==> src/sv/bpa_pkg.sv <==
// bpa_pkg: shared constants, codes and request structs of the buddy page allocator
// used by bpa_meta_store, bpa_link_store and buddy_page_allocator
package bpa_pkg;

  localparam int NUM_PAGES  = 64;
  localparam int NUM_ORDERS = 7;
  localparam int PAGE_W     = $clog2(NUM_PAGES);
  localparam int LINK_W     = PAGE_W + 1;
  localparam int ORD_W      = $clog2(NUM_ORDERS);

  // null link and zone limit
  localparam logic [LINK_W-1:0] NIL_LINK  = LINK_W'(NUM_PAGES);
  localparam logic [LINK_W-1:0] MAX_PAGES = LINK_W'(NUM_PAGES);

  // action codes
  localparam logic [1:0] ACT_INIT  = 2'd0;
  localparam logic [1:0] ACT_ALLOC = 2'd1;
  localparam logic [1:0] ACT_FREE  = 2'd2;
  localparam logic [1:0] ACT_NONE  = 2'd3;

  // status codes
  localparam logic [1:0] ST_OK      = 2'd0;
  localparam logic [1:0] ST_NOSPACE = 2'd1;
  localparam logic [1:0] ST_BADORD  = 2'd2;

  // per-page metadata
  typedef struct packed {
    logic             in_use;
    logic             head;
    logic [ORD_W-1:0] order;
  } meta_t;

  typedef struct packed {
    logic              clr;
    logic              rd_en;
    logic [PAGE_W-1:0] rd_addr;
    logic              wr_en;
    logic [PAGE_W-1:0] wr_addr;
    meta_t             wr_data;
  } meta_req_t;

  typedef struct packed {
    logic              rd_en;
    logic [PAGE_W-1:0] rd_addr;
    logic              nx_we;
    logic [PAGE_W-1:0] nx_addr;
    logic [LINK_W-1:0] nx_data;
    logic              pv_we;
    logic [PAGE_W-1:0] pv_addr;
    logic [LINK_W-1:0] pv_data;
  } link_req_t;

  typedef struct packed {
    logic [LINK_W-1:0] nx;
    logic [LINK_W-1:0] pv;
  } link_rd_t;

endpackage

==> src/sv/buddy_page_allocator.sv <==
// buddy_page_allocator: top level, command sequencer, free-list heads and result register
// depends on bpa_pkg, bpa_meta_store, bpa_link_store
//
// channel | dir | fields
// s_*     | in  | tuser: action[1:0]; tdata: block_order[3:0], page_index[9:4], zero pad
// m_*     | out | tuser: status[1:0]; tdata: alloc_page[5:0], zero pad
// cfg_*   | in  | cfg_data: page_count[6:0]
//
// one item at a time; init clears, cuts the zone into head blocks, then checks
// the end; allocate pops a list head and splits it one level per step; free
// checks the page, merges with free buddies one level per step, then pushes
// the block; an unused action goes straight to done. each item then loads the
// result register; lookups are registered reads. reset empties all lists and
// the zone; no clearing pass. a stalled result holds while the next item is accepted.
module buddy_page_allocator (
  input  logic        clk,
  input  logic        rst,
  input  logic        s_tvalid,
  output logic        s_tready,
  input  logic [15:0] s_tdata,   // block_order[3:0], page_index[9:4]
  input  logic [1:0]  s_tuser,   // action[1:0]
  output logic        m_tvalid,
  input  logic        m_tready,
  output logic [7:0]  m_tdata,   // alloc_page[5:0]
  output logic [1:0]  m_tuser,   // status[1:0]
  input  logic        cfg_valid,
  output logic        cfg_ready,
  input  logic [6:0]  cfg_data   // page_count[6:0]
);
  import bpa_pkg::*;

  localparam logic [3:0] S_IDLE     = 4'd0;
  localparam logic [3:0] S_INIT_CLR = 4'd1;
  localparam logic [3:0] S_INIT_CUT = 4'd2;
  localparam logic [3:0] S_A_FIND   = 4'd3;
  localparam logic [3:0] S_A_UNLINK = 4'd4;
  localparam logic [3:0] S_A_SPLIT  = 4'd5;
  localparam logic [3:0] S_F_CHK    = 4'd6;
  localparam logic [3:0] S_F_CHK2   = 4'd7;
  localparam logic [3:0] S_F_BUD    = 4'd8;
  localparam logic [3:0] S_F_BCHK   = 4'd9;
  localparam logic [3:0] S_F_PUSH   = 4'd10;
  localparam logic [3:0] S_F_PUSH2  = 4'd11;
  localparam logic [3:0] S_DONE     = 4'd12;

  logic [3:0]          state, state_next;
  logic [3:0]          ord, ord_next;
  logic [PAGE_W-1:0]   pg, pg_next;
  logic [ORD_W-1:0]    lvl, lvl_next;
  logic [LINK_W-1:0]   off, off_next;
  logic [LINK_W-1:0]   zone, zone_next;
  logic [LINK_W-1:0]   hold, hold_next;
  logic [6:0]          page_count;
  logic [LINK_W-1:0]   list_first [NUM_ORDERS];
  logic [LINK_W-1:0]   list_first_next [NUM_ORDERS];
  logic [NUM_ORDERS-1:0] mask, mask_next;
  logic [1:0]          res_status, res_status_next;
  logic [PAGE_W-1:0]   res_page, res_page_next;
  logic [1:0]          out_status;
  logic [PAGE_W-1:0]   out_page;
  logic                out_load;

  meta_req_t meta_req;
  meta_t     meta_rd;
  link_req_t link_req;
  link_rd_t  link_rd;

  bpa_meta_store u_meta (
    .clk     (clk),
    .rst     (rst),
    .req     (meta_req),
    .rd_data (meta_rd)
  );

  bpa_link_store u_link (
    .clk     (clk),
    .req     (link_req),
    .rd_data (link_rd)
  );

  assign s_tready  = (state == S_IDLE);
  assign cfg_ready = 1'b1;
  assign out_load  = (state == S_DONE) && (!m_tvalid || m_tready);
  assign m_tdata   = {2'b00, out_page};
  assign m_tuser   = out_status;

  // sequencer
  always_comb begin
    logic [LINK_W-1:0] rest;
    logic [ORD_W-1:0]  kcut;
    logic [ORD_W-1:0]  sidx;
    logic              found;
    logic [ORD_W-1:0]  nl;
    logic [PAGE_W-1:0] bud;
    logic [LINK_W-1:0] nlink;
    state_next      = state;
    ord_next        = ord;
    pg_next         = pg;
    lvl_next        = lvl;
    off_next        = off;
    zone_next       = zone;
    hold_next       = hold;
    mask_next       = mask;
    res_status_next = res_status;
    res_page_next   = res_page;
    for (int i = 0; i < NUM_ORDERS; i++) begin
      list_first_next[i] = list_first[i];
    end
    meta_req = '0;
    link_req = '0;
    rest     = zone - off;
    kcut     = '0;
    for (int i = 0; i < NUM_ORDERS; i++) begin
      if ((LINK_W'(1) << i) <= rest) begin
        kcut = ORD_W'(i);
      end
    end
    sidx  = '0;
    found = 1'b0;
    for (int i = 0; i < NUM_ORDERS; i++) begin
      if (!found && mask[i] && (4'(i) >= ord)) begin
        sidx  = ORD_W'(i);
        found = 1'b1;
      end
    end
    nl    = lvl - ORD_W'(1);
    bud   = pg ^ (PAGE_W'(1) << lvl);
    nlink = list_first[lvl];

    case (state)
      S_IDLE: begin
        if (s_tvalid) begin
          ord_next        = s_tdata[3:0];
          pg_next         = s_tdata[9:4];
          res_status_next = ST_OK;
          res_page_next   = '0;
          case (s_tuser)
            ACT_INIT:  state_next = S_INIT_CLR;
            ACT_ALLOC: state_next = S_A_FIND;
            ACT_FREE:  state_next = S_F_CHK;
            default:   state_next = S_DONE;
          endcase
        end
      end
      // empty lists and metadata, sample zone size
      S_INIT_CLR: begin
        meta_req.clr = 1'b1;
        for (int i = 0; i < NUM_ORDERS; i++) begin
          list_first_next[i] = NIL_LINK;
        end
        mask_next  = '0;
        zone_next  = (page_count > MAX_PAGES) ? MAX_PAGES : page_count;
        off_next   = '0;
        state_next = S_INIT_CUT;
      end
      // one head block per cycle onto an empty list
      S_INIT_CUT: begin
        if (off < zone) begin
          meta_req.wr_en     = 1'b1;
          meta_req.wr_addr   = off[PAGE_W-1:0];
          meta_req.wr_data   = '{in_use: 1'b0, head: 1'b1, order: kcut};
          link_req.nx_we     = 1'b1;
          link_req.nx_addr   = off[PAGE_W-1:0];
          link_req.nx_data   = NIL_LINK;
          link_req.pv_we     = 1'b1;
          link_req.pv_addr   = off[PAGE_W-1:0];
          link_req.pv_data   = NIL_LINK;
          list_first_next[kcut] = off;
          mask_next[kcut]    = 1'b1;
          off_next           = off + (LINK_W'(1) << kcut);
        end else begin
          state_next = S_DONE;
        end
      end
      // smallest non-empty order at or above the request
      S_A_FIND: begin
        if (ord >= 4'(NUM_ORDERS)) begin
          res_status_next = ST_BADORD;
          state_next      = S_DONE;
        end else if (!found) begin
          res_status_next = ST_NOSPACE;
          state_next      = S_DONE;
        end else begin
          lvl_next         = sidx;
          pg_next          = list_first[sidx][PAGE_W-1:0];
          link_req.rd_en   = 1'b1;
          link_req.rd_addr = list_first[sidx][PAGE_W-1:0];
          state_next       = S_A_UNLINK;
        end
      end
      // pop the list head
      S_A_UNLINK: begin
        list_first_next[lvl] = link_rd.nx;
        mask_next[lvl]       = (link_rd.nx != NIL_LINK);
        if (link_rd.nx != NIL_LINK) begin
          link_req.pv_we   = 1'b1;
          link_req.pv_addr = link_rd.nx[PAGE_W-1:0];
          link_req.pv_data = NIL_LINK;
        end
        state_next = S_A_SPLIT;
      end
      // halve once per cycle, upper half onto its (empty) list
      S_A_SPLIT: begin
        if ({1'b0, lvl} > ord) begin
          meta_req.wr_en   = 1'b1;
          meta_req.wr_addr = pg | (PAGE_W'(1) << nl);
          meta_req.wr_data = '{in_use: 1'b0, head: 1'b1, order: nl};
          link_req.nx_we   = 1'b1;
          link_req.nx_addr = pg | (PAGE_W'(1) << nl);
          link_req.nx_data = NIL_LINK;
          link_req.pv_we   = 1'b1;
          link_req.pv_addr = pg | (PAGE_W'(1) << nl);
          link_req.pv_data = NIL_LINK;
          list_first_next[nl] = {1'b0, pg | (PAGE_W'(1) << nl)};
          mask_next[nl]    = 1'b1;
          lvl_next         = nl;
        end else begin
          meta_req.wr_en   = 1'b1;
          meta_req.wr_addr = pg;
          meta_req.wr_data = '{in_use: 1'b1, head: 1'b1, order: ord[ORD_W-1:0]};
          res_page_next    = pg;
          state_next       = S_DONE;
        end
      end
      // free: zone check and metadata lookup
      S_F_CHK: begin
        if ({1'b0, pg} >= zone) begin
          state_next = S_DONE;
        end else begin
          meta_req.rd_en   = 1'b1;
          meta_req.rd_addr = pg;
          state_next       = S_F_CHK2;
        end
      end
      S_F_CHK2: begin
        if (meta_rd.in_use && meta_rd.head) begin
          lvl_next   = meta_rd.order;
          state_next = S_F_BUD;
        end else begin
          state_next = S_DONE;
        end
      end
      // look up the buddy
      S_F_BUD: begin
        if ((lvl < ORD_W'(NUM_ORDERS - 1)) && ({1'b0, bud} < zone)) begin
          meta_req.rd_en   = 1'b1;
          meta_req.rd_addr = bud;
          link_req.rd_en   = 1'b1;
          link_req.rd_addr = bud;
          state_next       = S_F_BCHK;
        end else begin
          state_next = S_F_PUSH;
        end
      end
      // merge with a free buddy of equal order
      S_F_BCHK: begin
        if (meta_rd.in_use || !meta_rd.head || (meta_rd.order != lvl)) begin
          state_next = S_F_PUSH;
        end else begin
          if (link_rd.pv != NIL_LINK) begin
            link_req.nx_we   = 1'b1;
            link_req.nx_addr = link_rd.pv[PAGE_W-1:0];
            link_req.nx_data = link_rd.nx;
          end else begin
            list_first_next[lvl] = link_rd.nx;
            mask_next[lvl]       = (link_rd.nx != NIL_LINK);
          end
          if (link_rd.nx != NIL_LINK) begin
            link_req.pv_we   = 1'b1;
            link_req.pv_addr = link_rd.nx[PAGE_W-1:0];
            link_req.pv_data = link_rd.pv;
          end
          meta_req.wr_en   = 1'b1;
          meta_req.wr_addr = (bud < pg) ? pg : bud;
          meta_req.wr_data = '{in_use: 1'b0, head: 1'b0, order: lvl};
          if (bud < pg) begin
            pg_next = bud;
          end
          lvl_next   = lvl + ORD_W'(1);
          state_next = S_F_BUD;
        end
      end
      // push merged block at the list head
      S_F_PUSH: begin
        meta_req.wr_en   = 1'b1;
        meta_req.wr_addr = pg;
        meta_req.wr_data = '{in_use: 1'b0, head: 1'b1, order: lvl};
        link_req.nx_we   = 1'b1;
        link_req.nx_addr = pg;
        link_req.nx_data = nlink;
        link_req.pv_we   = 1'b1;
        link_req.pv_addr = pg;
        link_req.pv_data = NIL_LINK;
        list_first_next[lvl] = {1'b0, pg};
        mask_next[lvl]   = 1'b1;
        hold_next        = nlink;
        state_next       = (nlink != NIL_LINK) ? S_F_PUSH2 : S_DONE;
      end
      S_F_PUSH2: begin
        link_req.pv_we   = 1'b1;
        link_req.pv_addr = hold[PAGE_W-1:0];
        link_req.pv_data = {1'b0, pg};
        state_next       = S_DONE;
      end
      S_DONE: begin
        if (out_load) begin
          state_next = S_IDLE;
        end
      end
      default: state_next = S_IDLE;
    endcase
  end

  // control registers
  always_ff @(posedge clk) begin
    if (rst) begin
      state      <= S_IDLE;
      zone       <= '0;
      page_count <= 7'd64;
      mask       <= '0;
      m_tvalid   <= 1'b0;
      for (int i = 0; i < NUM_ORDERS; i++) begin
        list_first[i] <= NIL_LINK;
      end
    end else begin
      state <= state_next;
      zone  <= zone_next;
      mask  <= mask_next;
      for (int i = 0; i < NUM_ORDERS; i++) begin
        list_first[i] <= list_first_next[i];
      end
      if (cfg_valid) begin
        page_count <= cfg_data;
      end
      if (out_load) begin
        m_tvalid <= 1'b1;
      end else if (m_tready) begin
        m_tvalid <= 1'b0;
      end
    end
  end

  // working and result payload
  always_ff @(posedge clk) begin
    ord        <= ord_next;
    pg         <= pg_next;
    lvl        <= lvl_next;
    off        <= off_next;
    hold       <= hold_next;
    res_status <= res_status_next;
    res_page   <= res_page_next;
    if (out_load) begin
      out_status <= res_status;
      out_page   <= res_page;
    end
  end

  // list occupancy view for checking
  logic [NUM_ORDERS-1:0] occ;
  always_comb begin
    for (int i = 0; i < NUM_ORDERS; i++) begin
      occ[i] = (list_first[i] != NIL_LINK);
    end
  end

  a_mask_match: assert property (@(posedge clk) disable iff (rst) mask == occ)
    else $error("occupancy mask out of step with list heads");
  a_zone_limit: assert property (@(posedge clk) disable iff (rst) zone <= MAX_PAGES)
    else $error("zone size above page count limit");
  a_one_item: assert property (@(posedge clk) disable iff (rst)
    s_tvalid && s_tready |=> !s_tready)
    else $error("second item taken while one is in work");
  a_result_src: assert property (@(posedge clk) disable iff (rst)
    $rose(m_tvalid) |-> $past(state) == S_DONE)
    else $error("result shown without finished item");

endmodule

==> src/sv/bpa_meta_store.sv <==
// bpa_meta_store: page metadata memory (in-use, head, order) with per-page valid bits
// depends on bpa_pkg
module bpa_meta_store (
  input  logic              clk,
  input  logic              rst,
  input  bpa_pkg::meta_req_t req,
  output bpa_pkg::meta_t     rd_data
);
  import bpa_pkg::*;

  meta_t                mem [NUM_PAGES];
  logic [NUM_PAGES-1:0] vld;
  meta_t                rd_q;
  logic                 rd_vld;

  // memory write and registered read
  always_ff @(posedge clk) begin
    if (req.wr_en) begin
      mem[req.wr_addr] <= req.wr_data;
    end
    if (req.rd_en) begin
      rd_q <= mem[req.rd_addr];
    end
  end

  // valid bits: a page never written since clear reads as zero
  always_ff @(posedge clk) begin
    if (rst || req.clr) begin
      vld    <= '0;
      rd_vld <= 1'b0;
    end else begin
      if (req.wr_en) begin
        vld[req.wr_addr] <= 1'b1;
      end
      if (req.rd_en) begin
        rd_vld <= vld[req.rd_addr];
      end
    end
  end

  assign rd_data = rd_vld ? rd_q : '0;

endmodule

==> src/sv/bpa_link_store.sv <==
// bpa_link_store: next and prev link memories of the free lists
// depends on bpa_pkg
module bpa_link_store (
  input  logic               clk,
  input  bpa_pkg::link_req_t req,
  output bpa_pkg::link_rd_t  rd_data
);
  import bpa_pkg::*;

  logic [LINK_W-1:0] next_mem [NUM_PAGES];
  logic [LINK_W-1:0] prev_mem [NUM_PAGES];

  // next and prev links, one registered read port shared by both
  always_ff @(posedge clk) begin
    if (req.nx_we) begin
      next_mem[req.nx_addr] <= req.nx_data;
    end
    if (req.pv_we) begin
      prev_mem[req.pv_addr] <= req.pv_data;
    end
    if (req.rd_en) begin
      rd_data.nx <= next_mem[req.rd_addr];
      rd_data.pv <= prev_mem[req.rd_addr];
    end
  end

endmodule
==> config.mk <==
export PLATFORM = sky130hd
export DESIGN_NAME = buddy_page_allocator
export DESIGN_NICKNAME = d
export VERILOG_FILES = /design/src/sv/bpa_pkg.sv /design/src/sv/buddy_page_allocator.sv /design/src/sv/bpa_meta_store.sv /design/src/sv/bpa_link_store.sv
export SDC_FILE = /design/constraint.sdc
export NUM_CORES = 2
export LEC_CHECK = 0
export BUFFER_PORTS_ARGS = -buffer_cell sky130_fd_sc_hd__buf_4
export CORE_AREA = 5 5 392 394
export CTS_BUF_LIST = sky130_fd_sc_hd__clkbuf_4 sky130_fd_sc_hd__clkbuf_8
export CTS_CLUSTER_DIAMETER = 150
export DETAILED_ROUTE_END_ITERATION = 12
export DIE_AREA = 0 0 397 399
export PLACE_DENSITY_LB_ADDON = 0.12
export SLEW_MARGIN = 10
export SYNTH_ARGS = -nofsm -noshare
export SYNTH_HDL_FRONTEND = slang
export SYNTH_SLANG_ARGS = --single-unit
==> constraint.sdc <==
create_clock -name clk -period 7.4 [get_ports clk]
set_input_delay 0.74 -clock clk [delete_from_list [all_inputs] [get_ports clk]]
set_output_delay 0.74 -clock clk [all_outputs]
set_load 0.005 [all_outputs]
# Yosys cells after proc, flatten, opt, wreduce, memory -nomap -nowiden

Memories as Yosys holds them, arrays and structs flattened. A register that Yosys moved wholly into a read port is not among the register bits.
Index checks and enable logic that the tools add are counted.

Bits in registers: 133
Bits in writable memories: 1265
Input port bits: 30
Output and inout port bits: 13
Word-level logic and storage cells: 287
Memories: 4

Memory list:

| memory          | depth | bits a word | rd ports | clocked after Yosys merged registers in | wr ports | RTL line                   | text |
|---|---|---|---|---|---|---|---|
| u_link.next_mem | 64    | 7           | 1        | 1                                       | 1        | bpa_link_store.sv:10       | `logic [LINK_W-1:0] next_mem [NUM_PAGES];` |
| u_link.prev_mem | 64    | 7           | 1        | 1                                       | 1        | bpa_link_store.sv:11       | `logic [LINK_W-1:0] prev_mem [NUM_PAGES];` |
| u_meta.mem      | 64    | 5           | 1        | 1                                       | 1        | bpa_meta_store.sv:11       | `meta_t mem [NUM_PAGES];` |
| list_first      | 7     | 7           | 9        | 1                                       | 7        | buddy_page_allocator.sv:54 | `logic [LINK_W-1:0] list_first [NUM_ORDERS];` |

Add/subtract/negate cells: 4
$lt $le $gt $ge: 36
Equal/unequal tests: 31
Shifts and indexed selects: 3
Muxes and demuxes: 125
Bitwise logic cells: 16
Reduce and logical (&&, ||, !) cells: 52

Operator list:

| cell                                        | count |
|---|---|
| 49-bit one-hot mux with 6 select lines      | 1 |
| 49-bit bitwise mux                          | 4 |
| 49-bit two-way mux                          | 4 |
| 7-bit two-way mux                           | 20 |
| 28-bit two-way mux                          | 3 |
| 14-bit one-hot mux with 6 select lines      | 1 |
| 64-bit bitwise OR                           | 1 |
| 7-bit demux with 3-bit select               | 3 |
| 14-bit one-hot mux with 4 select lines      | 1 |
| 4-bit one-hot mux with 13 select lines      | 1 |
| 3-bit two-way mux                           | 17 |
| 6-bit two-way mux                           | 8 |
| 12-bit one-hot mux with 4 select lines      | 1 |
| 14-bit two-way mux                          | 3 |
| 7-bit one-hot mux with 2 select lines       | 3 |
| 7-bit one-hot mux with 6 select lines       | 1 |
| 4-bit two-way mux                           | 7 |
| 1-bit two-way mux                           | 26 |
| 12-bit two-way mux                          | 2 |
| 2-bit != test (second input constant)       | 12 |
| 1-bit logical AND                           | 23 |
| 7-bit != test (second input constant)       | 3 |
| 7-bit bitwise OR                            | 3 |
| 4-bit equality test (second input constant) | 5 |
| 65 further kinds                            | 114 |

# Longest topological paths before layout

Word-level depth: 31
Gate-level depth with buffers: 24
Gate-level depth less buffers: 23

# Cells and area by module

Synthesis repeated with hierarchy kept, for this count alone.

Cell total of the unflattened synthesis: 3573
Area total of the unflattened synthesis: 59945.0 um^2

By module, submodules not included:

| module               | instances | cells an instance | area each (um^2) | seq. area each (um^2) |
|---|---|---|---|---|
| bpa_link_store       | 1         | 1611              | 35218.8          | 27326.2 |
| bpa_meta_store       | 1         | 765               | 15117.0          | 11060.6 |
| buddy_page_allocator | 1         | 1197              | 9609.2           | 2822.7 |

# Worst setup path after synthesis

No wires, ideal clock.

Path kind: register to register
From: reg lvl[1]
To: reg, netlist name u_link.rd_data[5]
Setup time: 272 ps
Arrival time: 5131 ps
Required time: 7128 ps
Slack: 1997 ps
Cell stages (with the launch flop): 21
Buffers on the path: 5
Period minus slack after synthesis: 5403 ps
Path through: edfxtp_1 -> clkbuf_1 -> inv_1 -> ha_1 -> clkbuf_1 -> nand2_1 -> xor2_1 -> inv_1 -> ha_1 -> nor2b_1 -> a2111oi_0 -> o31ai_1 -> or2_2 -> clkbuf_1 -> o22ai_1 -> clkbuf_1 -> clkbuf_1 -> mux4_2 -> a22oi_1 -> a21oi_1 -> or4_1

Cells in the longest elaborated chain, start to end: 6
Elaborated cells between the ends (all ways): 7
Classes of those cells: order compare (2); shift (1); mux (2); bitwise (1); reduce/logical (1)

RTL lines:

| item                                          | RTL line                    | text |
|---|---|---|
| start, declared                               | buddy_page_allocator.sv:49  | `logic [ORD_W-1:0] lvl, lvl_next;` |
| start signal, assigned                        | buddy_page_allocator.sv:347 | `lvl <= lvl_next;` |
| 1-bit by 3-bit << shifter with 6-bit output   | buddy_page_allocator.sv:127 | `bud = pg ^ (PAGE_W'(1) << lvl);` |
| 6-bit bitwise XOR                             | buddy_page_allocator.sv:127 |  |
| 6-bit by 7-bit < comparator with 1-bit output | buddy_page_allocator.sv:245 | `if ((lvl < ORD_W'(NUM_ORDERS - 1)) && ({1'b0, bud} < zone)) begin` |
| 1-bit logical AND                             | buddy_page_allocator.sv:245 |  |
| 7-bit two-way mux (*)                         | buddy_page_allocator.sv:245 |  |
| 7-bit one-hot mux with 2 select lines (*)     | buddy_page_allocator.sv:130 | `case (state)` |

Every way passes the cells marked *; elsewhere a longest branch is shown, timed or not.
A chain may end at the register's enable or synchronous reset.

# Worst setup path after layout

From: reg lvl[0]
To: reg, netlist name u_link.rd_data[7]

Cells in the longest elaborated chain, start to end: 6
Elaborated cells between the ends (all ways): 7
Classes of those cells: order compare (2); shift (1); mux (2); bitwise (1); reduce/logical (1)

RTL lines:

| item                                          | RTL line |
|---|---|
| 1-bit by 3-bit << shifter with 6-bit output   | buddy_page_allocator.sv:127 |
| 6-bit bitwise XOR                             | buddy_page_allocator.sv:127 |
| 6-bit by 7-bit < comparator with 1-bit output | buddy_page_allocator.sv:245 |
| 1-bit logical AND                             | buddy_page_allocator.sv:245 |
| 7-bit two-way mux (*)                         | buddy_page_allocator.sv:245 |
| 7-bit one-hot mux with 2 select lines (*)     | buddy_page_allocator.sv:130 |

Marks and branches as above.

==> impl_summary.txt <==
----------------------------------------------------
[Run status]
  Result of the run ... finished, final reports clean

[STA]
  Final setup skew ... 0.08199 ns
  Max Slew Vio Count ... 0
  Final Hold Fails ... 0
  Unrepaired setup endpoints after global routing ... no
  Portion of the clock cycle consumed by the worst path in the final layout ... 85.95%
  Setup_tns ... 0 ns
  Hold_ws ... 0.1425 ns
  Final critical delay including setup and external delays ... 6.360 ns
  Slew at the pin closest to its max-slew limit ... 1.238 ns
  Relative slew slack ... 16.82%
  Setup Viol. Count Final ... 0
  Timing-limited maximum frequency ... 0.1572 GHz

[CTS]
  Post-CTS setup-driven buffer insertion count ... 0
  H-tree Lvls ... 4
  CTS Buffer Depth ... 3
  Clock-pin slew of the registers on the worst-case setup and hold paths ... 0.06 ns
  Library cell used as clock root buffer ... sky130_fd_sc_hd__clkbuf_8
  Clock latency reported for the late side of the worst-skew pair ... 0.99 ns
  PostCTS Resize Cnt ... 0
  TritonCTS clock tree ... done
  Num CTS Buffers ... 232
  Clk sink count ... 1420

[Detailed routing]
  Total iterations of the first detailed-routing run ... 8
  Iteration-0 DRC count of the detailed router ... 3533
  Residual DRC ... 0
  Count of vias placed by the detailed router ... 35.51k
  Post-DR vias/cell ... 5.638
  Antenna viol nets, final ... 0
  Detailed Route WL ... 161500 um
  Routed length per placed instance ... 25.65 um

[Power]
  Portion of total power attributed to sequential cells ... 46.8%
  Switching fraction of total power ... 30.41%
  Standby leakage power ... 0.02067 uW
  Clock share of power ... 34.5%
  Largest voltage drop on the vdd net ... 0.1751 mV
  Part of the total power dissipated in combinational logic ... 18.7%
  Total power density per cell area ... 296.5 nW/um^2
  Final Power ... 19960 uW
  Switching power of the nets ... 6070 uW
  Pint ... 13890 uW

[Finish]
  Final standard cell utilization of the core ... 45.04%
  Multi-input gate area ... 17310 um^2
  Nets ... 4166
  Fill cell total of the finished layout ... 13.29k
  P&R area growth vs syn ... 13.16%
  Area of all sequential standard cells ... 41210 um^2
  Layout cells sized above 1 ... 18.57%

[Setup path]
  Required @ worst endpoint ... 8.02 ns
  Worst R2R Setup Slack ... 1.04 ns
  Arrival time of data at the critical path endpoint ... 6.98 ns
  Launch point of the critical path ... lvl[0]
  Cell depth of the worst flop-to-flop path ... 17
  Highest fanout seen on the critical path ... 32
  Worst setup SP type ... flop
  Critical R2R Launch ... lvl[0]
  Crit Path Category ... reg -> reg
  Kind of end point of the critical path ... flop

[Worst hold path]
  Hold/Removal Path Class ... in -> reg
  Hold-critical path depth ... 3
  Min-Delay Startpoint ... cfg_valid

[GRT]
  Number of global-route vias before repair ... 35.47k
  Antenna violations before repair ... 2
  Gr usage total ... 20.21%
  Global-route wire length before repair ... 239600 um
  Maximum number of pins on one net before global-route repair ... 85
  Congestion Overflow GR ... 0

[Logic synthesis]
  Number of synthesized flops with an enable pin ... 1277
  Post-synthesis sequential element count ... 1420
  Number of warning messages in the yosys log ... 0
  Fraction of registers with async set or reset after synthesis ... 0%
  Most used DFF post-synth ... sky130_fd_sc_hd__edfxtp_1
  Synthesized area ... 59480 um^2
  Number of distinct library cells after synthesis ... 76
  Count of mapped cells out of synthesis ... 3945
  Average cell area after synthesis ... 15.08 um^2
  Part of the Yosys area used for sequential elements ... 69.29%

[Job]
  Max_cap viols ... 0

[Floorplan]
  Floorplan row count ... 142
  I/O pin cnt ... 43
  Area of the core ... 149400 um^2
  Die Area ... 158400 um^2
  Die boundary width ... 397 um
  Die span in y ... 399 um
  Effective utilization at floorplan ... 39.80%

[Placement]
  Half-perimeter wire length after detailed placement ... 99920 um
  # port buffers ... 33
  Global placer's final weighted congestion ... 0.8586

----------------------------------------------------
## flip-flops by register name, summed over array words and instances, names as in the netlist, named ones only
signal / cells
hold: 6
u_link.rd_data: 14
pg: 6
u_link.next_mem: 448
res_page: 6
u_link.prev_mem: 448
u_meta.vld: 64
u_meta.rd_q: 5
ord: 4
m_tuser: 2
res_status: 2
u_meta.mem: 320
state: 4
out_page: 6
lvl: 3
page_count: 7
off: 7
mask: 7
m_tvalid: 1
zone: 7
list_first: 49
u_meta.rd_vld: 1
## per-layer routing
metal	up-vias	wire length [um]	GRT usage (%)
li1	15880	-	-
met1	18190	72180	28.76
met2	1196	75980	32.11
met3	251	9543	3.557
met4	0	3844	5.798
met5	-	0	0
## worst paths after layout
| kind | endpoint |
|---|---|
| setup / recovery | u_link.rd_data[7] |
| hold / removal | page_count[1] |
| setup reg to reg | u_link.rd_data[7] |
| hold reg to reg | out_page[2] |
## final cells by class
class	count	area share, %
diodes	2	0.007436
clock buffers	334	6.003
repair buffers	148	1.971
well taps	2016	3.748
multi-input cells	2237	25.72
flip-flops and latches	1420	61.23
inverters	54	0.3012
clock inverters	87	1.022
## repair_timing
| action | 4_1_cts | 5_1_grt |
|---|---|---|
| hold buffers | 11 | 0 |
| endpoints found under the hold margin | 11 | 0 |
| endpoints found under the setup margin | 0 | 0 |
## worst max-delay path, cell delays in order (launching register included)
cell and delay [ns]:
sky130_fd_sc_hd__edfxtp_1 0.34, sky130_fd_sc_hd__clkinv_1 0.32, sky130_fd_sc_hd__ha_1 0.44, sky130_fd_sc_hd__and2_1 0.19, sky130_fd_sc_hd__ha_1 0.45, sky130_fd_sc_hd__inv_1 0.11, sky130_fd_sc_hd__ha_1 0.31, sky130_fd_sc_hd__o21ai_0 0.08
sky130_fd_sc_hd__nand2b_1 0.08, sky130_fd_sc_hd__a21oi_1 0.07, sky130_fd_sc_hd__o31ai_1 0.63, sky130_fd_sc_hd__nor3_1 0.25, sky130_fd_sc_hd__a21oi_4 0.33, sky130_fd_sc_hd__buf_4 0.59, sky130_fd_sc_hd__mux4_2 0.58, sky130_fd_sc_hd__a22oi_1 0.44
sky130_fd_sc_hd__a21oi_1 0.17, sky130_fd_sc_hd__or4_1 0.62
## per-stage QoR
step	instances	area (um^2)	setup slack (ns)
floorplan	3946	59480	1.997
global placement	5864	62460	1.172
detailed placement	5864	62460	1.169
CTS	6296	67300	1.139
global route	6298	67300	0.6668
finish	6298	67300	1.040
## Yosys cell counts, types with 10 or more instances
master	number	area share (%)
sky130_fd_sc_hd__clkbuf_1	188	1.2
sky130_fd_sc_hd__mux2_2	13	0.25
sky130_fd_sc_hd__a22o_1	28	0.41
sky130_fd_sc_hd__xnor2_1	12	0.18
sky130_fd_sc_hd__buf_1	16	0.10
sky130_fd_sc_hd__nand2_1	418	2.6
sky130_fd_sc_hd__o21a_1	68	0.86
sky130_fd_sc_hd__a22oi_1	121	1.5
sky130_fd_sc_hd__o221ai_1	10	0.15
sky130_fd_sc_hd__a31oi_1	20	0.21
sky130_fd_sc_hd__nor4_1	10	0.11
sky130_fd_sc_hd__edfxtp_1	1277	64
sky130_fd_sc_hd__nor2_1	385	2.4
sky130_fd_sc_hd__nor2b_1	17	0.18
sky130_fd_sc_hd__or4_1	18	0.23
sky130_fd_sc_hd__a311o_1	10	0.17
sky130_fd_sc_hd__ha_1	41	0.86
sky130_fd_sc_hd__a221oi_1	23	0.34
sky130_fd_sc_hd__nand2b_1	13	0.14
sky130_fd_sc_hd__a211o_1	12	0.18
sky130_fd_sc_hd__nor3_1	34	0.29
sky130_fd_sc_hd__dfxtp_1	143	4.8
sky130_fd_sc_hd__o22ai_1	18	0.19
sky130_fd_sc_hd__mux2i_1	115	1.9
sky130_fd_sc_hd__a21o_1	23	0.29
sky130_fd_sc_hd__inv_1	52	0.33
sky130_fd_sc_hd__buf_2	17	0.14
sky130_fd_sc_hd__o21ai_0	58	0.49
sky130_fd_sc_hd__a311oi_1	37	0.54
sky130_fd_sc_hd__and3_1	35	0.37
sky130_fd_sc_hd__mux4_2	231	8.7
sky130_fd_sc_hd__a21oi_1	176	1.5
sky130_fd_sc_hd__a221o_1	20	0.34
sky130_fd_sc_hd__a211oi_1	18	0.23
sky130_fd_sc_hd__nand3_1	106	0.89
sky130_fd_sc_hd__a222oi_1	32	0.54
## power by group through the flow
stage / Combinational, uW / Sequential [uW] / Clock [uW]
2_1_floorplan: 2390 / 9360 / 0
3_3_place_gp: 3710 / 9500 / 0
3_5_place_dp: 3720 / 9500 / 0
6_report: 3730 / 9350 / 6880
4_1_cts: 3740 / 9340 / 7070
5_1_grt: 4010 / 9360 / 7440
## cells by family after synthesis
kind of cell / count (synthesis) / synth area share, %
flops: 1420 / 69.29
simple gates: 1072 / 7.691
compound gates: 738 / 8.817
mux: 360 / 10.95
buf+inv: 289 / 2.005
fa+ha+maj: 43 / 0.9298
xor+xnor: 21 / 0.3093
other cells: 2 / 0.01263
## cell usage in the layout (no fill, tap or decap), drive strengths merged, types with 11 or more instances in the layout
cell         count
edfxtp        1277
nand2          418
nor2           385
clkbuf         334
mux4           231
a21oi          176
dfxtp          143
buf            137
a22oi          121
mux2i          115
nand3          106
clkinv          79
o21a            68
o21ai           68
inv             60
ha              41
a311oi          38
and3            35
nor3            34
a222oi          32
a22o            28
a221oi          23
a21o            23
a31oi           20
a221o           20
or4             18
o22ai           18
a211oi          18
nor2b           17
mux2            14
nand2b          13
xnor2           12
a211o           12
dlygate4sd3     11
Power figures use the tool's default switching activity.
